### src/hdl/lfr_pkg.sv
// ----------------------------------------------------------------------------
// lfr_pkg
// Shared types and constants for the load-cell frame receiver.
// ----------------------------------------------------------------------------
package lfr_pkg;

    localparam int QUEUE_DEPTH_DEF = 4;

    localparam int BYTE_W   = 8;
    localparam int LOAD_W   = 24;
    localparam int WEIGHT_W = 48;
    localparam int CFG_W    = 32;
    localparam int CNT_W    = 32;
    localparam int BSG_W    = 3;
    localparam int PROD_W   = CFG_W + LOAD_W;      // slope * load, exact
    localparam int SUM_W    = PROD_W + 1;          // plus offset, exact
    localparam int APB_ADDR_W = 4;

    localparam logic [BYTE_W-1:0] FRAME_PREFIX = 8'hAA;
    localparam logic [BSG_W-1:0]  BSG_MAX      = 3'd7;
    localparam logic [BSG_W-1:0]  FRAME_LEN    = 3'd5;

    localparam logic [CFG_W-1:0] CAL_GAIN_RST  = 32'd65536;
    localparam logic [CFG_W-1:0] CAL_OFFSET_RST = 32'd0;
    localparam logic [CFG_W-1:0] TIMEOUT_RST   = 32'd1000;
    localparam logic [CFG_W-1:0] RESET_TICKS_RST = 32'd100;

    typedef enum logic [1:0] {
        MODE_IDLE  = 2'd0,
        MODE_RUN   = 2'd1,
        MODE_FAULT = 2'd2,
        MODE_RESET = 2'd3
    } link_mode_t;

    typedef enum logic [1:0] {
        REG_CAL_GAIN   = 2'd0,
        REG_CAL_OFFSET = 2'd1,
        REG_TIMEOUT    = 2'd2,
        REG_RESET_TICKS = 2'd3
    } reg_idx_t;

    typedef struct packed {
        logic [CFG_W-1:0] cal_gain;
        logic [CFG_W-1:0] cal_offset;
        logic [CFG_W-1:0] timeout_ticks;
        logic [CFG_W-1:0] reset_ticks;
    } lfr_cfg_t;

    // one classified item, handed from front to back
    typedef struct packed {
        logic              frame_ok;
        logic [LOAD_W-1:0] load_raw;
        logic              connected;
        logic              shield_enable;
        logic [CNT_W-1:0]  trip_count;
        link_mode_t        link_mode;
    } lfr_entry_t;

endpackage

### src/hdl/lfr_front.sv
// ----------------------------------------------------------------------------
// lfr_front
// Byte window, frame check and link state machine; one beat per cycle while the queue has room.
// ----------------------------------------------------------------------------
module lfr_front (
    input  logic                        aclk,
    input  logic                        aresetn,
    input  logic                        in_valid,
    output logic                        in_ready,
    input  logic [lfr_pkg::BYTE_W-1:0]  in_byte,
    input  logic                        in_tick,
    input  lfr_pkg::lfr_cfg_t           cfg,
    output logic                        push_valid,
    output lfr_pkg::lfr_entry_t         push_entry,
    input  logic                        push_ready
);
    import lfr_pkg::*;

    link_mode_t              mode_reg, mode_next;
    logic [BYTE_W-1:0]       win_reg [4];
    logic [BYTE_W-1:0]       win_next [4];
    logic [BSG_W-1:0]        bsg_reg, bsg_next;
    logic [CNT_W-1:0]        tcnt_reg, tcnt_next;
    logic [CNT_W-1:0]        rcnt_reg, rcnt_next;
    logic [CNT_W-1:0]        fcnt_reg, fcnt_next;
    logic [LOAD_W-1:0]       load_reg, load_next;
    logic                    conn_reg, conn_next;
    logic                    shield_reg, shield_next;

    logic                    take, is_idle, byte_take, good;
    logic [CNT_W-1:0]        tcnt_base, tcnt_inc, rcnt_inc;
    logic                    timeout_hit, reset_hit;
    logic [BSG_W-1:0]        bsg_inc;
    logic [BYTE_W-1:0]       sum8;

    assign in_ready   = push_ready;
    assign take       = in_valid && push_ready;
    assign is_idle    = (mode_reg == MODE_IDLE);
    assign byte_take  = take && !in_tick && (is_idle || mode_reg == MODE_RUN);

    // idle entry clears the timeout before the item is handled
    assign tcnt_base   = is_idle ? '0 : tcnt_reg;
    assign tcnt_inc    = (&tcnt_base) ? tcnt_base : tcnt_base + 1'b1;
    assign timeout_hit = (tcnt_inc >= cfg.timeout_ticks);
    assign rcnt_inc    = (&rcnt_reg) ? rcnt_reg : rcnt_reg + 1'b1;
    assign reset_hit   = (rcnt_inc >= cfg.reset_ticks);

    assign bsg_inc = (bsg_reg == BSG_MAX) ? bsg_reg : bsg_reg + 1'b1;
    // frame under test: win_reg[0..3], then in_byte; oldest is the prefix
    assign sum8 = win_reg[1] + win_reg[2] + win_reg[3];
    assign good = byte_take && (win_reg[0] == FRAME_PREFIX) && (bsg_inc >= FRAME_LEN)
                  && (sum8 == in_byte);

    always_comb begin
        mode_next = mode_reg;
        case (mode_reg)
            MODE_IDLE: begin
                if (take && in_tick) begin
                    mode_next = timeout_hit ? MODE_FAULT : MODE_RUN;
                end else if (take) begin
                    mode_next = MODE_RUN;
                end
            end
            MODE_RUN: begin
                if (take && in_tick && timeout_hit) begin
                    mode_next = MODE_FAULT;
                end
            end
            MODE_FAULT: begin
                if (take && in_tick) begin
                    mode_next = MODE_RESET;
                end
            end
            MODE_RESET: begin
                if (take && in_tick && reset_hit) begin
                    mode_next = MODE_IDLE;
                end
            end
            default: mode_next = MODE_IDLE;
        endcase
    end

    always_comb begin
        win_next    = win_reg;
        bsg_next    = bsg_reg;
        tcnt_next   = tcnt_reg;
        rcnt_next   = rcnt_reg;
        fcnt_next   = fcnt_reg;
        load_next   = load_reg;
        conn_next   = conn_reg;
        shield_next = shield_reg;
        if (take && in_tick) begin
            case (mode_reg)
                MODE_IDLE, MODE_RUN: begin
                    conn_next = is_idle ? 1'b0 : conn_reg;
                    tcnt_next = tcnt_inc;
                end
                MODE_FAULT: begin
                    fcnt_next   = fcnt_reg + 1'b1;
                    conn_next   = 1'b0;
                    shield_next = 1'b0;
                    rcnt_next   = '0;
                end
                MODE_RESET: begin
                    rcnt_next = rcnt_inc;
                    if (reset_hit) begin
                        shield_next = 1'b1;
                    end
                end
                default: ;
            endcase
        end else if (byte_take) begin
            conn_next   = is_idle ? 1'b0 : conn_reg;
            tcnt_next   = tcnt_base;
            bsg_next    = bsg_inc;
            win_next[0] = win_reg[1];
            win_next[1] = win_reg[2];
            win_next[2] = win_reg[3];
            win_next[3] = in_byte;
            if (good) begin
                load_next = {win_reg[1], win_reg[2], win_reg[3]};
                conn_next = 1'b1;
                tcnt_next = '0;
                bsg_next  = '0;
            end
        end
    end

    always_ff @(posedge aclk) begin
        if (!aresetn) begin
            mode_reg   <= MODE_IDLE;
            win_reg    <= '{default: '0};
            bsg_reg    <= '0;
            tcnt_reg   <= '0;
            rcnt_reg   <= '0;
            fcnt_reg   <= '0;
            load_reg   <= '0;
            conn_reg   <= 1'b0;
            shield_reg <= 1'b1;
        end else begin
            mode_reg   <= mode_next;
            win_reg    <= win_next;
            bsg_reg    <= bsg_next;
            tcnt_reg   <= tcnt_next;
            rcnt_reg   <= rcnt_next;
            fcnt_reg   <= fcnt_next;
            load_reg   <= load_next;
            conn_reg   <= conn_next;
            shield_reg <= shield_next;
        end
    end

    assign push_valid               = take;
    assign push_entry.frame_ok      = good;
    assign push_entry.load_raw      = load_next;
    assign push_entry.connected     = conn_next;
    assign push_entry.shield_enable = shield_next;
    assign push_entry.trip_count    = fcnt_next;
    assign push_entry.link_mode     = mode_next;

endmodule

### src/hdl/lfr_queue.sv
// ----------------------------------------------------------------------------
// lfr_queue
// Short first-in first-out queue of classified entries between front and back.
// ----------------------------------------------------------------------------
module lfr_queue #(
    parameter int DEPTH = lfr_pkg::QUEUE_DEPTH_DEF
) (
    input  logic                aclk,
    input  logic                aresetn,
    input  logic                push_valid,
    output logic                push_ready,
    input  lfr_pkg::lfr_entry_t push_entry,
    output logic                pop_valid,
    input  logic                pop_ready,
    output lfr_pkg::lfr_entry_t pop_entry
);
    import lfr_pkg::*;

    localparam int PTR_W = (DEPTH > 1) ? $clog2(DEPTH) : 1;
    localparam int CNT_QW = $clog2(DEPTH + 1);
    localparam logic [PTR_W-1:0]  PTR_LAST = PTR_W'(DEPTH - 1);
    localparam logic [CNT_QW-1:0] CNT_FULL = CNT_QW'(DEPTH);

    lfr_entry_t         mem [DEPTH];
    logic [PTR_W-1:0]   wr_ptr_reg, wr_ptr_next;
    logic [PTR_W-1:0]   rd_ptr_reg, rd_ptr_next;
    logic [CNT_QW-1:0]  count_reg, count_next;
    logic               do_push, do_pop;

    assign push_ready = (count_reg != CNT_FULL);
    assign pop_valid  = (count_reg != '0);
    assign pop_entry  = mem[rd_ptr_reg];
    assign do_push    = push_valid && push_ready;
    assign do_pop     = pop_valid && pop_ready;

    always_comb begin
        wr_ptr_next = wr_ptr_reg;
        rd_ptr_next = rd_ptr_reg;
        count_next  = count_reg;
        if (do_push) begin
            wr_ptr_next = (wr_ptr_reg == PTR_LAST) ? '0 : wr_ptr_reg + 1'b1;
        end
        if (do_pop) begin
            rd_ptr_next = (rd_ptr_reg == PTR_LAST) ? '0 : rd_ptr_reg + 1'b1;
        end
        if (do_push && !do_pop) begin
            count_next = count_reg + 1'b1;
        end else if (do_pop && !do_push) begin
            count_next = count_reg - 1'b1;
        end
    end

    always_ff @(posedge aclk) begin
        if (!aresetn) begin
            wr_ptr_reg <= '0;
            rd_ptr_reg <= '0;
            count_reg  <= '0;
        end else begin
            wr_ptr_reg <= wr_ptr_next;
            rd_ptr_reg <= rd_ptr_next;
            count_reg  <= count_next;
        end
    end

    always_ff @(posedge aclk) begin
        if (do_push) begin
            mem[wr_ptr_reg] <= push_entry;
        end
    end

endmodule

### src/hdl/lfr_back.sv
// ----------------------------------------------------------------------------
// lfr_back
// Weight calibration: multiply stage, then offset add and 48-bit saturation
// into the output register.
// ----------------------------------------------------------------------------
module lfr_back (
    input  logic                          aclk,
    input  logic                          aresetn,
    input  lfr_pkg::lfr_cfg_t             cfg,
    input  logic                          pop_valid,
    output logic                          pop_ready,
    input  lfr_pkg::lfr_entry_t           pop_entry,
    output logic                          out_valid,
    input  logic                          out_ready,
    output lfr_pkg::lfr_entry_t           out_entry,
    output logic [lfr_pkg::WEIGHT_W-1:0]  out_weight
);
    import lfr_pkg::*;

    logic                   a_vld_reg;
    lfr_entry_t             a_ent_reg;
    logic signed [PROD_W-1:0] a_prod_reg;
    logic                   o_vld_reg;
    lfr_entry_t             o_ent_reg;
    logic [WEIGHT_W-1:0]    o_weight_reg, o_weight_next;

    logic                   a_load, o_load;
    logic signed [CFG_W-1:0]  slope_s, offset_s;
    logic signed [LOAD_W-1:0] load_s;
    logic signed [PROD_W-1:0] prod_c;
    logic signed [SUM_W-1:0]  sum_c;
    logic                   sat_hi, sat_lo;
    logic [WEIGHT_W-1:0]    sat_c;

    assign o_load    = a_vld_reg && (!o_vld_reg || out_ready);
    assign a_load    = pop_valid && (!a_vld_reg || o_load);
    assign pop_ready = !a_vld_reg || o_load;

    assign slope_s  = cfg.cal_gain;
    assign offset_s = cfg.cal_offset;
    assign load_s   = pop_entry.load_raw;
    assign prod_c   = slope_s * load_s;

    assign sum_c  = SUM_W'(a_prod_reg) + SUM_W'(offset_s);
    assign sat_hi = !sum_c[SUM_W-1] && (|sum_c[SUM_W-2:WEIGHT_W-1]);
    assign sat_lo = sum_c[SUM_W-1] && !(&sum_c[SUM_W-2:WEIGHT_W-1]);
    always_comb begin
        if (sat_hi) begin
            sat_c = {1'b0, {(WEIGHT_W-1){1'b1}}};
        end else if (sat_lo) begin
            sat_c = {1'b1, {(WEIGHT_W-1){1'b0}}};
        end else begin
            sat_c = sum_c[WEIGHT_W-1:0];
        end
    end
    // the output register doubles as the last-weight holder
    assign o_weight_next = a_ent_reg.frame_ok ? sat_c : o_weight_reg;

    always_ff @(posedge aclk) begin
        if (!aresetn) begin
            a_vld_reg    <= 1'b0;
            o_vld_reg    <= 1'b0;
            o_weight_reg <= '0;
        end else begin
            if (a_load) begin
                a_vld_reg <= 1'b1;
            end else if (o_load) begin
                a_vld_reg <= 1'b0;
            end
            if (o_load) begin
                o_vld_reg    <= 1'b1;
                o_weight_reg <= o_weight_next;
            end else if (out_ready) begin
                o_vld_reg <= 1'b0;
            end
        end
    end

    always_ff @(posedge aclk) begin
        if (a_load) begin
            a_ent_reg  <= pop_entry;
            a_prod_reg <= prod_c;
        end
        if (o_load) begin
            o_ent_reg <= a_ent_reg;
        end
    end

    assign out_valid  = o_vld_reg;
    assign out_entry  = o_ent_reg;
    assign out_weight = o_weight_reg;

endmodule

### src/hdl/loadcell_frame_receiver.sv
// ----------------------------------------------------------------------------
// loadcell_frame_receiver
// Load-cell serial link receiver: frame check with additive checksum, link
// supervision on timer ticks, and calibrated weight output.
// ----------------------------------------------------------------------------
//
//  channel   dir  handshake          payload
//  s_        in   s_tvalid/s_tready  s_tdata = rx_byte, s_tuser = cmd (1 = tick)
//  m_        out  m_tvalid/m_tready  m_tdata = status word, m_tuser = frame_ok
//  apb       in   psel/penable/...   4 x 32-bit registers at 0x0, 0x4, 0x8, 0xC
//
//  One beat per cycle sustained while m_tready stays high. An accepted beat
//  reaches m_ through these registers in order: the front writes the queue
//  as the beat is accepted, the multiply stage takes it from the queue, and
//  the add and saturate stage loads the output register that drives m_.
//  Reset is synchronous (aresetn low); no memory clearing pass, s_tready is
//  high once reset is released.
//  m_tready low fills the output register, multiply stage and QUEUE_DEPTH-entry
//  queue (four by default), then s_tready drops; the front and back stall independently.
//
// ----------------------------------------------------------------------------
module loadcell_frame_receiver #(
    parameter int QUEUE_DEPTH = lfr_pkg::QUEUE_DEPTH_DEF
) (
    input  logic                              aclk,
    input  logic                              aresetn,
    // input beats
    input  logic                              s_tvalid,
    output logic                              s_tready,
    input  logic [7:0]                        s_tdata,   // [7:0] rx_byte
    input  logic                              s_tuser,   // [0] cmd
    // result beats
    output logic                              m_tvalid,
    input  logic                              m_tready,
    // [23:0] load_raw, [71:24] weight, [72] connected, [73] shield_enable,
    // [105:74] trip_count, [107:106] link_mode, [111:108] zero
    output logic [111:0]                      m_tdata,
    output logic                              m_tuser,   // [0] frame_ok
    // configuration
    input  logic                              psel,
    input  logic                              penable,
    input  logic                              pwrite,
    input  logic [lfr_pkg::APB_ADDR_W-1:0]    paddr,
    input  logic [31:0]                       pwdata,
    output logic [31:0]                       prdata,
    output logic                              pready
);
    import lfr_pkg::*;

    lfr_cfg_t    cfg_reg;
    reg_idx_t    reg_idx;
    logic        cfg_wr;

    logic        push_valid, push_ready;
    lfr_entry_t  push_entry;
    logic        pop_valid, pop_ready;
    lfr_entry_t  pop_entry;
    lfr_entry_t  out_entry;
    logic [WEIGHT_W-1:0] out_weight;

    // ---------------------------------------------------------------- APB
    // Writes land on the access phase; pready is tied high so there are no
    // wait states. Only the word index matters, byte lanes are ignored.
    assign pready  = 1'b1;
    assign reg_idx = reg_idx_t'(paddr[3:2]);
    assign cfg_wr  = psel && penable && pwrite && pready;

    always_ff @(posedge aclk) begin
        if (!aresetn) begin
            cfg_reg.cal_gain      <= CAL_GAIN_RST;
            cfg_reg.cal_offset    <= CAL_OFFSET_RST;
            cfg_reg.timeout_ticks <= TIMEOUT_RST;
            cfg_reg.reset_ticks   <= RESET_TICKS_RST;
        end else if (cfg_wr) begin
            case (reg_idx)
                REG_CAL_GAIN:    cfg_reg.cal_gain      <= pwdata;
                REG_CAL_OFFSET:  cfg_reg.cal_offset    <= pwdata;
                REG_TIMEOUT:     cfg_reg.timeout_ticks <= pwdata;
                REG_RESET_TICKS: cfg_reg.reset_ticks   <= pwdata;
                default: ;
            endcase
        end
    end

    always_comb begin
        case (reg_idx)
            REG_CAL_GAIN:    prdata = cfg_reg.cal_gain;
            REG_CAL_OFFSET:  prdata = cfg_reg.cal_offset;
            REG_TIMEOUT:     prdata = cfg_reg.timeout_ticks;
            REG_RESET_TICKS: prdata = cfg_reg.reset_ticks;
            default:         prdata = '0;
        endcase
    end

    // ---------------------------------------------------------------- front
    // Window shift, checksum test and link state machine, all settled in the
    // cycle the beat is accepted; its result snapshot goes to the queue.
    lfr_front u_front (
        .aclk       (aclk),
        .aresetn    (aresetn),
        .in_valid   (s_tvalid),
        .in_ready   (s_tready),
        .in_byte    (s_tdata),
        .in_tick    (s_tuser),
        .cfg        (cfg_reg),
        .push_valid (push_valid),
        .push_entry (push_entry),
        .push_ready (push_ready)
    );

    // ---------------------------------------------------------------- queue
    lfr_queue #(
        .DEPTH (QUEUE_DEPTH)
    ) u_queue (
        .aclk       (aclk),
        .aresetn    (aresetn),
        .push_valid (push_valid),
        .push_ready (push_ready),
        .push_entry (push_entry),
        .pop_valid  (pop_valid),
        .pop_ready  (pop_ready),
        .pop_entry  (pop_entry)
    );

    // ---------------------------------------------------------------- back
    // slope * load (32 x 24 signed) in one stage, offset add and clamp to
    // 48 bits in the next, straight into the output register.
    lfr_back u_back (
        .aclk       (aclk),
        .aresetn    (aresetn),
        .cfg        (cfg_reg),
        .pop_valid  (pop_valid),
        .pop_ready  (pop_ready),
        .pop_entry  (pop_entry),
        .out_valid  (m_tvalid),
        .out_ready  (m_tready),
        .out_entry  (out_entry),
        .out_weight (out_weight)
    );

    // ---------------------------------------------------------------- result
    assign m_tuser = out_entry.frame_ok;
    assign m_tdata = {4'b0000,
                      out_entry.link_mode,
                      out_entry.trip_count,
                      out_entry.shield_enable,
                      out_entry.connected,
                      out_weight,
                      out_entry.load_raw};

endmodule
### config.mk
export PLATFORM = sky130hd
export DESIGN_NAME = loadcell_frame_receiver
export DESIGN_NICKNAME = d
export VERILOG_FILES = /design/src/hdl/lfr_pkg.sv /design/src/hdl/lfr_front.sv /design/src/hdl/lfr_queue.sv /design/src/hdl/lfr_back.sv /design/src/hdl/loadcell_frame_receiver.sv
export SDC_FILE = /design/constraint.sdc
export NUM_CORES = 2
export LEC_CHECK = 0
export ABC_AREA = 1
export BUFFER_PORTS_ARGS = -buffer_cell sky130_fd_sc_hd__clkbuf_2
export CORE_ASPECT_RATIO = 0.7
export CORE_MARGIN = 2
export CORE_UTILIZATION = 40
export DETAILED_ROUTE_END_ITERATION = 10
export PLACE_DENSITY_LB_ADDON = 0.25
export SYNTH_ARGS = -nofsm -noshare
export SYNTH_HDL_FRONTEND = slang
export SYNTH_SLANG_ARGS = --single-unit
### constraint.sdc
create_clock -name aclk -period 10.8 [get_ports aclk]
set_clock_uncertainty 0.05 [all_clocks]
set_input_delay 0.54 -clock aclk [delete_from_list [all_inputs] [get_ports aclk]]
set_output_delay 0.54 -clock aclk [all_outputs]
set_load 0.005 [all_outputs]
Yosys cells after proc, flatten, opt, wreduce, memory -nomap -nowiden
Memory sizes are Yosys's and may differ from the RTL's. A register that Yosys moved wholly into a read port is not among the register bits. Index checks and enable logic that the tools add are counted.

Output and inout bits: 148. Memories kept: 1. Logic and storage cells: 159. Memory bits (writable): 244. Bits in registers: 522. Input port bits: 52.

Memory list: u_queue.mem (words 4, width 61, rd ports 1, clocked after Yosys merged registers in 1, write ports 1, line lfr_queue.sv:24) `lfr_entry_t mem [DEPTH];`.

Equality and inequality tests: 13. $add $sub $neg: 11. Muxes and demuxes: 45. Reduce and logical (&&, ||, !) cells: 49. Order comparisons: 3. Bitwise gates (word level): 1. Multipliers: 1.

Operators with widths (count): two-way mux 32 bit (9); one-hot mux 32 bit (4 select lines) (1); adder 32 x 1 -> 32 bit (second input constant) (3); two-way mux 48 bit (2); two-way mux 24 bit (3); >= comparator 32 bit (2); one-hot mux 32 bit (2 select lines) (1); AND reduction 32 bit (2); adder 56 x 32 -> 57 bit (1); multiplier 32 x 24 -> 56 bit (1); two-way mux 2 bit (10); logical AND 1 bit (18); adder 8 bit (2); AND reduction 2 bit (8); == test 2 bit (second input constant) (6); two-way mux 1 bit (12); two-way mux 3 bit (4); nonzero test 2 bit (5); AND reduction 9 bit (1); OR reduction 9 bit (1); == test 8 bit (1); == test 8 bit (second input constant) (1); one-hot mux 2 bit (4 select lines) (1); logical NOT 1 bit (7); other kinds (14) (21).

Depth between registers and ports, before layout
Word-level depth: 10. Mapped depth: 35. Mapped depth without buffers: 32.

By module
A second synthesis with hierarchy kept.

Cell total of the unflattened synthesis: 8236. Area total of the unflattened synthesis: 67352.1 um2.

By module, submodules not included: lfr_back (cells each 4841, times used 1, sequential area each 6346.1 um2, area each 39818.2 um2); lfr_front (cells each 1824, times used 1, sequential area each 3183.1 um2, area each 11507.3 um2); lfr_queue (cells each 659, times used 1, sequential area each 7507.2 um2, area each 10104.7 um2); loadcell_frame_receiver (cells each 912, times used 1, sequential area each 2562.5 um2, area each 5921.9 um2).

Worst setup path before layout
No wires, ideal clock.

Path kind: register to register. Start: register with a tool-made name. End: register u_back.a_prod_reg[53], data pin. Data arrival time: 7235 ps. Library setup time: 265 ps. Cell stages (with the launch flop): 28. Slack: 3250 ps. Required time: 10485 ps. Buffers on the path: 3. Clock period less this slack: 7550 ps. Path through: dfxtp_1 > inv_1 > clkbuf_1 > buf_1 > nand2_1 > nand3_1 > nand2_1 > clkbuf_1 > nor2_1 > fa_1 > fa_1 > inv_1 > fa_1 > inv_1 > fa_1 > fa_1 > fa_1 > fa_1 > ha_1 > a21oi_1 > inv_1 > a31oi_1 > o21ai_0 > nand3_1 > nand2_1 > a221oi_1 > o21ai_0 > xor2_1.

RTL lines: to (signal assigned) (line lfr_back.sv:82) `a_prod_reg <= prod_c;`; to (decl) (line lfr_back.sv:22) `logic signed [PROD_W-1:0] a_prod_reg;`.

==> results by stage <==
Clock network:
- The post-cts sizing count is 0.
- The later pin in the worst-skew pair is clocked with a latency of 710 ps.
- The clock drives 768 sinks.
- TritonCTS built the clock tree.
- The number of buffers inserted by post-CTS setup repair is 0.
- The clock transition at the registers of the reported paths is 60 ps.
- The cell at the root of the clock tree is sky130_fd_sc_hd__clkbuf_16.
- The longest clock path from root to sink contains 3 buffers.
- TritonCTS created 83 clock buffers.
- The number of buffers added to fix hold violations after cts is 0.
- The number of H-tree levels is 3.

Route:
- After detailed routing, the total wire length is 211 mm.
- The routed layout has 50786 vias.
- The detail route stage leaves a number of antenna-violating nets equal to 0.
- The number of iterations in the first detailed-routing pass is 6.
- The average wire per cell in the routed design is 21.8 µm.
- The iteration-0 DRC count of the detailed router is 5351.
- After detailed routing, the number of vias per cell comes to 5.25.
- For this run, design rule violations remaining after detail routing come to 0.

Global routing:
- Global routing consumed, on the met1 layer, 39.8% of the routing resources.
- The layer with the highest usage is met1.
- The number of global-route vias before repair is 49444.
- The aggregate global routing overflow is 0.
- For met2 alone, demand over resource in global routing was 35.1%.
- The met3 track demand over resource in global routing is 9.01%.
- The pin count of the biggest net entering global routing is 82.
- The first global-routing pass estimated 317 mm of wire.
- The number of antenna violations at the first check in global routing is 4.
- The combined global-route utilization of all metal layers is 26.2%.

Critical path:
- The number of cells on the worst reg-to-reg path is 29.
- The critical path is of the register to register type.
- STA puts the critical path data required time at 11200 ps.
- The worst setup path is captured at a register.
- Of all nets on the critical path, the largest fanout is 46.
- The end point of the critical path is u_back.a_prod_reg[53].
- The largest stage delay on the critical path is 950 ps.
- The cell type of the slowest stage on the worst timing path is sky130_fd_sc_hd__inv_1.
- The library cell appearing most often on the critical path is sky130_fd_sc_hd__inv_1.
- Across all register-to-register paths, the minimum setup slack is 1590 ps.
- The endpoint identified for the worst register-to-register timing path is u_back.a_prod_reg[53].
- The critical path data arrival time is 9610 ps.
- STA classifies the critical path startpoint as a register.

Logic synthesis:
- In the synthesized netlist the dominant register cell turns out to be sky130_fd_sc_hd__edfxtp_1.
- The cell area that synthesis handed to floorplanning was 63600 µm².
- The share of the synthesized area in compound gates (AO/OA/AOI/OAI) is 8.23%.
- The synthesized netlist devotes 30.6% of its cell area to adder and majority cells.
- By count the netlist is led by sky130_fd_sc_hd__nand2_1 (1451), sky130_fd_sc_hd__inv_1 (1353), sky130_fd_sc_hd__nor2_1 (841), sky130_fd_sc_hd__fa_1 (793), sky130_fd_sc_hd__a21oi_1 (472).
- The number of distinct library cells after synthesis is 59.
- The synthesized design devotes to its leading area cell type 25.0% of total area.
- The share of the Yosys chip area taken by registers is 30.8%.
- The share of synthesized area spent on multiplexers is 0.0157%.
- For this run, the number of Yosys warnings is 0.
- The top cell type by total area after synthesis is sky130_fd_sc_hd__fa_1.
- The post-synthesis xor/xnor area fraction is 2.80%.
- Synthesis produced 7443 cells.
- Ranked by total cell area, the synthesized netlist is headed by sky130_fd_sc_hd__fa_1 (25%), sky130_fd_sc_hd__edfxtp_1 (20%), sky130_fd_sc_hd__dfxtp_1 (11%).
- The library cell with the highest instance count after synthesis is sky130_fd_sc_hd__nand2_1.
- Yosys mapped a number of flops with a built-in enable equal to 422.
- In this run, synthesis produced a sequential element count of 768.
- The simple-gate area share of the yosys netlist is 17.4%.
- A synthesized cell averages 8.54 µm².
- The proportion of synthesized flip-flops having asynchronous set or reset is 0%.
- The combinational family with the most area after synthesis is adder cells.

Power and ir drop:
- The worst vdd rail ir drop is 0.317 mV.
- The power density normalized to cell area is 261 nW/µm².
- The analysis attributes to cell leakage a power of 31.3 nW.

Floorplan:
- The floorplan step defined a die boundary enclosing 162000 µm².
- The initial utilization of the core area, before any placement, comes to 40.2%.
- The floorplan has 122 rows.
- 200 I/O pins were placed.
- Measured along the x axis, the die boundary spans 481 µm.
- The core region is 158000 µm².
- The floorplan step set the die height to 338 µm.

Cells and area:
- The count of placed standard cells in the final layout, fillers left out is 9680.
- The signed area change from the synthesized netlist to the final layout is 9.08%.
- Of the cells placed in the final design, the portion with a size suffix greater than 1 is 6.80%.
- After the last flow step, the layout net total stands at 8631.
- The filler cell count is 15712.
- The core utilization of the finished layout is 43.9%.
- The register with the most flip-flops in the layout has 244 of them.

STA:
- The maximum clock rate is 109 MHz.
- The slew at the pin closest to its max-slew limit is 1270 ps.
- The final critical-path required period is 9210 ps.
- The number of failing hold endpoints at the final stage was 0.
- The normalized max-slew margin is 15.3%.
- The worst path uses 85.3% of the clock period.
- The final sum of negative setup slack is 0 ps.
- The number of pins with negative max-slew slack in the final report is 0.
- The number of endpoints failing setup at the final stage is 0.
- Setup repair after global routing left no endpoint under its margin.

Place:
- The number of port buffers is 192.
- In this run, placement finished with an instance count of 9523.
- The routability congestion estimate is 1.01.
- The final HPWL from detailed placement is 163 mm.

Run status:
- The flow ran to the end, and the final reports show no timing, DRC or antenna violations.

Worst hold path:
- The startpoint of the tightest hold check path is s_tdata[4].
- In this run the worst hold path is classified as input pin to register.

Run:
- The tool flagged a number of max-cap violations equal to 0.
==> routing by layer <==
layer  routed length (µm)  vias up
met5                   21        -
met1                97800    24972
met3                26400      280
met4                 5460        4
met2                81100     2341
li1                     -    23189
==> final cells by class <==
class	count	area [µm²]	share of cell area (%)
clock buffers	107	2270	3.27
multi-input cells	4987	37600	54.2
well taps	2108	2640	3.80
flip-flops and latches	768	19600	28.3
inverters	1389	5220	7.53
repair buffers	271	1560	2.25
diodes	1	2.50	0.00361
clock inverters	49	473	0.682
==> layout by cell type (no fill, tap or decap), types with 12 or more instances in the layout <==
cell and count:
sky130_fd_sc_hd__clkinv_1 15, sky130_fd_sc_hd__nand3_1 204, sky130_fd_sc_hd__inv_2 26, sky130_fd_sc_hd__buf_4 79, sky130_fd_sc_hd__edfxtp_1 422, sky130_fd_sc_hd__nor3_1 52
sky130_fd_sc_hd__nand2_1 1450, sky130_fd_sc_hd__o211ai_1 16, sky130_fd_sc_hd__clkbuf_16 85, sky130_fd_sc_hd__ha_1 286, sky130_fd_sc_hd__clkbuf_1 16, sky130_fd_sc_hd__o21ai_0 396
sky130_fd_sc_hd__nand4_1 50, sky130_fd_sc_hd__fa_1 793, sky130_fd_sc_hd__inv_1 1350, sky130_fd_sc_hd__a21oi_1 471, sky130_fd_sc_hd__dfxtp_1 344, sky130_fd_sc_hd__o22ai_1 45
sky130_fd_sc_hd__nor2_2 14, sky130_fd_sc_hd__inv_6 12, sky130_fd_sc_hd__nand2_2 15, sky130_fd_sc_hd__xor2_1 122, sky130_fd_sc_hd__clkinv_2 15, sky130_fd_sc_hd__nor2_1 836
sky130_fd_sc_hd__nor4_1 24, sky130_fd_sc_hd__xnor2_1 81, sky130_fd_sc_hd__nor2_4 18, sky130_fd_sc_hd__clkbuf_2 191
==> per-stage QoR <==
| step | hold WS (ps) | power (mW) | instance area (µm²) | worst slack, ps |
|---|---|---|---|---|
| CTS | 74.7 | 17.8 | 69400 | 1830 |
| floorplan | 350 | 10.6 | 63600 | 3250 |
| finish | 116 | 18.1 | 69400 | 1590 |
| detailed placement | 355 | 14.7 | 66600 | 1880 |
| global placement | 351 | 14.7 | 66600 | 1890 |
| global route | 104 | 19.3 | 69400 | 1170 |
==> critical path, delay by kind of cell (launching register included) <==
family	cells	cell delay, ps
buf+inv	10	2210
compound gates	6	1250
simple gates	4	660
flops	1	360
xor+xnor	1	170
fa+ha+maj	8	4220
==> report_power, final <==
group          switching [mW]  leakage, nW  total, mW  internal, mW
registers               0.239         6.89       4.24          4.01
clock network            1.30         1.34       2.93          1.63
logic                    7.64         23.1       10.9          3.30
total                    9.18         31.3       18.1          8.94
==> cells by family (layout without fill, tap and decap cells) <==
group                      after synthesis  after routing
DFF                                    768            768
muxes                                    1              1
AOI/OAI and AO/OA                      995            995
other                                    2              6
buffers and inverters                 1691           1816
adders and majority gates             1079           1079
xor gates and xnor gates               203            203
and+or+nand+nor                       2704           2704
==> worst min-delay path by stage <==
stage	end	cells past startpoint	slack, ps
after CTS	u_front.win_reg[4]	3	70
after global placement	u_back.out_entry[48]	0	350
final	u_front.win_reg[4]	3	120
after floorplan	u_back.out_entry[0]	0	350
after detailed placement	u_back.out_entry[30]	0	350
after global routing	u_front.win_reg[4]	3	100
(Power assumes the default switching activity.)
